$ cat src/hw/rtl/block_grown_slot_pool_defines.svh
// Assertion macros for the slot pool allocator.
// Used by the top level only; no other dependencies.
`ifndef BLOCK_GROWN_SLOT_POOL_DEFINES_SVH
`define BLOCK_GROWN_SLOT_POOL_DEFINES_SVH

`ifndef SYNTHESIS
// same-cycle implication, off during reset
`define BGSP_ASSERT_IMP(label, clk, rst_n, ante, cons) \
    label: assert property (@(posedge clk) disable iff (!(rst_n)) (ante) |-> (cons)) \
        else $error("slot pool check failed");
// next-cycle implication, off during reset
`define BGSP_ASSERT_NXT(label, clk, rst_n, ante, cons) \
    label: assert property (@(posedge clk) disable iff (!(rst_n)) (ante) |=> (cons)) \
        else $error("slot pool check failed");
`else
`define BGSP_ASSERT_IMP(label, clk, rst_n, ante, cons)
`define BGSP_ASSERT_NXT(label, clk, rst_n, ante, cons)
`endif

`endif

$ cat src/hw/rtl/bgsp_pkg.sv
// Shared types and constants for the slot pool allocator.
// No dependencies.
`timescale 1ns / 1ps
`default_nettype none

package bgsp_pkg;

    localparam int HANDLE_W  = 4;
    localparam int REG_W     = 5;
    localparam int CFG_IDX_W = 8;

    // pool dimensions; each must fit the HANDLE_W-bit handle fields
    localparam int MAX_BLOCKS = 16;
    localparam int MAX_SLOTS  = 16;

    localparam logic [CFG_IDX_W-1:0] CFG_BLOCK_LIMIT     = 8'd0;
    localparam logic [CFG_IDX_W-1:0] CFG_SLOTS_PER_BLOCK = 8'd1;
    localparam logic [REG_W-1:0]     REG_RESET           = 5'd16;

    typedef enum logic {
        MODE_TAKE = 1'b0,
        MODE_GIVE = 1'b1
    } t_mode;

    typedef enum logic [1:0] {
        ST_OK       = 2'd0,
        ST_NO_BLOCK = 2'd1,
        ST_OUTSIDE  = 2'd2,
        ST_FULL     = 2'd3
    } t_status;

    typedef struct packed {
        t_mode                mode;
        logic [HANDLE_W-1:0]  ret_block;
        logic [HANDLE_W-1:0]  ret_slot;
    } t_req;

    typedef struct packed {
        t_status              status;
        logic [HANDLE_W-1:0]  got_block;
        logic [HANDLE_W-1:0]  got_slot;
    } t_rsp;

    typedef struct packed {
        logic [CFG_IDX_W-1:0] index;
        logic [REG_W-1:0]     wdata;
    } t_cfg;

    // one free-stack entry: a slot handle
    typedef struct packed {
        logic [HANDLE_W-1:0]  blk;
        logic [HANDLE_W-1:0]  slot;
    } t_entry;

endpackage

`default_nettype wire

$ cat src/hw/rtl/bgsp_stack.sv
// Free-stack storage: one write port, one read port with registered data.
// Depends on bgsp_pkg.
`timescale 1ns / 1ps
`default_nettype none

module bgsp_stack
    import bgsp_pkg::*;
#(
    parameter int DEPTH = 256,
    parameter int AW    = 8
) (
    input  logic          i_clk,
    input  logic          i_we,
    input  logic [AW-1:0] i_waddr,
    input  t_entry        i_wdata,
    input  logic          i_re,
    input  logic [AW-1:0] i_raddr,
    output t_entry        o_rdata
);

    t_entry r_mem [DEPTH];
    t_entry r_rdata;

    always_ff @(posedge i_clk) begin
        if (i_we) begin
            r_mem[i_waddr] <= i_wdata;
        end
        if (i_re) begin
            r_rdata <= r_mem[i_raddr];
        end
    end

    assign o_rdata = r_rdata;

endmodule

`default_nettype wire
$ cat config.mk
export PLATFORM = sky130hd
export DESIGN_NAME = bgsp_stack
export DESIGN_NICKNAME = d
export VERILOG_FILES = /design/src/hw/rtl/block_grown_slot_pool_defines.svh /design/src/hw/rtl/bgsp_pkg.sv /design/src/hw/rtl/bgsp_stack.sv
export SDC_FILE = /design/constraint.sdc
export NUM_CORES = 2
export LEC_CHECK = 0
export ABC_CLOCK_PERIOD_IN_PS = 8400
export BUFFER_PORTS_ARGS = -buffer_cell sky130_fd_sc_hd__buf_4
export CAP_MARGIN = 20
export CORE_MARGIN = 1
export CORE_UTILIZATION = 35
export DETAILED_ROUTE_END_ITERATION = 8
export GPL_TIMING_DRIVEN = 0
export PLACE_DENSITY = 0.6
export SLEW_MARGIN = 20
export SYNTH_ARGS = -nofsm -noshare
export SYNTH_HDL_FRONTEND = slang
export SYNTH_SLANG_ARGS = --single-unit
$ cat constraint.sdc
create_clock -name i_clk -period 8.4 [get_ports i_clk]
set_clock_uncertainty 0.2 [all_clocks]
set_input_delay 1.68 -clock i_clk [delete_from_list [all_inputs] [get_ports i_clk]]
set_output_delay 1.68 -clock i_clk [all_outputs]
set_load 0.005 [all_outputs]
==> impl_results.md <==
* Crit path largest cell delay at 1200 ps
* Post-synth top area cell: edfxtp_1
* Least-Margin Pin Slew at 1394 ps
* IO Port Bufs at 27
* Placed cell areas at 84730 um^2
* Die Area at 229400 um^2
* Hold buffers post-CTS at 0
* Largest net degree at the start of global routing at 132
* Syn Nets at 3760
* Peak Freq at 0.1680 GHz
* Clock buffer depth at 3
* Worst skew pair latency at 860 ps
* Die width at 479.0 um
* Critical Path, Cell by Cell: buf_4 -> buf_2 -> buf_2 -> nor2_1 -> clkbuf_1 -> a21oi_1 -> a21oi_1 -> nor3_1 -> nor4_1
* Leak at 27.92 nW
* Pins Over Slew Limit at 0
* Root buf cell: clkbuf_16
* Synth warn at 0
* First-pass GRT wire length at 330400 um
* DR WL/cell at 33.84 um
* Slowest-stage cell, CP: nor4_1
* Initial antenna violation count at 19
* H-tree levels at 4
* Crit path DAT at 6200 ps
* Most frequent cells after synthesis: 2056 x edfxtp_1, 454 x mux4_2, 282 x nor2_1
* Cell with the most instances after synthesis: edfxtp_1
* Max IR drop VDD at 0.0001891 V
* ANT nets after route at 0
* Main flop type after synthesis: edfxtp_1
* Final period utilization at 70.88%
* Post-DP HPWL at 165200 um
* Area Growth Syn to Fin at 14.69%
* Setup crit start kind: input port
* Iter 0 DRT Violations at 6266
* Worst min path class: input port to flop
* Fin Setup TNS at 0 ps
* DIE HEIGHT at 479.0 um
* Top cells by area, synth: edfxtp_1 78%, mux4_2 13%, mux2i_1 1.7%
* Total of max-cap violations at 0
* Sequential-to-total area share from yosys stat at 77.53%
* Mapped Area at 79640 um^2
* Worst hold slack at 931.8 ps
* WL final at 243300 um
* Postcts setup bufs at 0
* Row cnt at 174
* Non-filler cells, final at 7189
* Unique masters post-synth at 54
* CTS buffer count at 205
* DRT Pass-1 Iters at 6
* Mean post-synth cell area at 21.33 um^2
* Design Area, Final at 91340 um^2
* Total track usage at 20.91%
* Cts repair resizes at 0
* Total number of vias at 41600
* Power per Cell Area at 236.1 nW/um^2
* Number of global-route vias before repair at 40240
* RSZ-0062 raised after global routing: no
* Post-synth EDFFs at 2056
* Mapped Cells at 3733
* Final min period at 5954 ps
* # DRC at 0
* Share of the synthesized area in the top cell type at 77.53%
* CP endpoint kind: flop
* Crit Path Class: input port to flop
* Starting Density at 35.31%
* #FFs+latches synth at 2056
* CTS tree: done
* # fillers at 19910
* Status: finished clean
* CP max FO at 10
* Clk slew on worst S/H paths at 60 ps
* CP required at 8650 ps
* Sink Count at 2056
* Vias/cell at 5.787
* Layout cells sized above 1 at 23.30%
* Asr flop ratio synth at 0%
* Final hold vios at 0
* Placed instance count at 6792
* Setup violations, final at 0
* Gp weighted congestion at 0.9335
* I/O Pins at 35
* Final nets at 4037
* Slew HR at 6.222%
* Total grt overflow at 0
* Core ar. at 225500 um^2
* Final Power at 21.57 mW
==> through the flow <==
stage | utilization (%) | worst slack (ps)
floorplan | - | 4444
global placement | 37.06 | 1036
detailed placement | 37.57 | 1735
CTS | 40.46 | 2636
global route | 40.49 | 2568
finish | 40.50 | 2446
==> cells by family after synthesis <==
group | Yosys count | synth area share, %
and+or+nand+nor | 466 | 2.625
DFF | 2056 | 77.53
AOI/OAI and AO/OA | 385 | 3.416
muxes | 591 | 14.60
buffers and inverters | 235 | 1.829
==> sequential cells by signal, indices dropped and copies added, names as in the netlist <==
| signal | count |
|---|---|
| o_rdata | 8 |
| r_mem | 2048 |
==> path summary, 6_finish.rpt <==
| check | start | endpoint | slack [ps] | cells after the start |
|---|---|---|---|---|
| worst max-delay path | i_raddr[2] | o_rdata[7] | 2450 | 9 |
| worst min-delay path | i_wdata[7] | r_mem[55][7] | 930 | 1 |
| worst max register to register | r_mem[161][7] | o_rdata[7] | 4790 | 6 |
| worst min register to register | r_mem[50][2] | o_rdata[2] | 1010 | 5 |
==> layout by cell type, fill, tap and decap left out, types with 8 or more instances in the layout <==
cell type  count
a211oi_1      14
a21oi_1       96
a221oi_1      12
a22o_1         8
a22oi_1      133
buf_1         13
buf_12        10
buf_16        33
buf_2         40
buf_4         49
buf_6         24
buf_8         22
bufinv_16     16
clkbuf_1     134
clkbuf_16    206
clkbuf_2      27
clkinv_1      44
clkinv_2      44
diode_2       13
edfxtp_1    2056
mux2i_1      134
mux4_2       454
nand2_1       33
nand2b_1       8
nand3_1       34
nand4_1       10
nor2_1       277
nor2b_1       31
nor3_1        22
nor4_1        18
nor4_2         9
o211ai_1      10
o21ai_0       10
o221ai_1      46
o22ai_1       28
==> metal layers <==
layer | share of wire [%] | GRT usage (%)
met1 | 38 | 28.09
met2 | 46 | 32.17
met3 | 11 | 5.838
met4 | 4.3 | 8.102
met5 | 0.081 | 0.5592
==> worst max-delay path: cells and delay by family <==
family                 cells  cell delay (ps)
and+or+nand+nor            3             1940
AOI/OAI and AO/OA          2              620
buffers and inverters      4             1920
==> cell type report <==
type	instances	area, um^2	share of cell area (%)
multi-input combinational	1442	16510	18.08
tap	2992	3744	4.099
inverter	2	7.507	0.008219
timing repair buffer	70	1290	1.412
buffer	233	1494	1.636
clock inverter	125	1180	1.292
sequential	2056	61740	67.59
clock buffer	256	5343	5.849
antenna	13	32.53	0.03562
==> power breakdown <==
part	leakage (nW)	switching, mW	internal (mW)	total, mW
Combinational	6.25	0.848	0.386	1.23
Sequential	18.5	0.00895	11.3	11.3
Clock	3.19	3.99	5.02	9.01
Note: power is estimated with default switching activity, not from simulation.
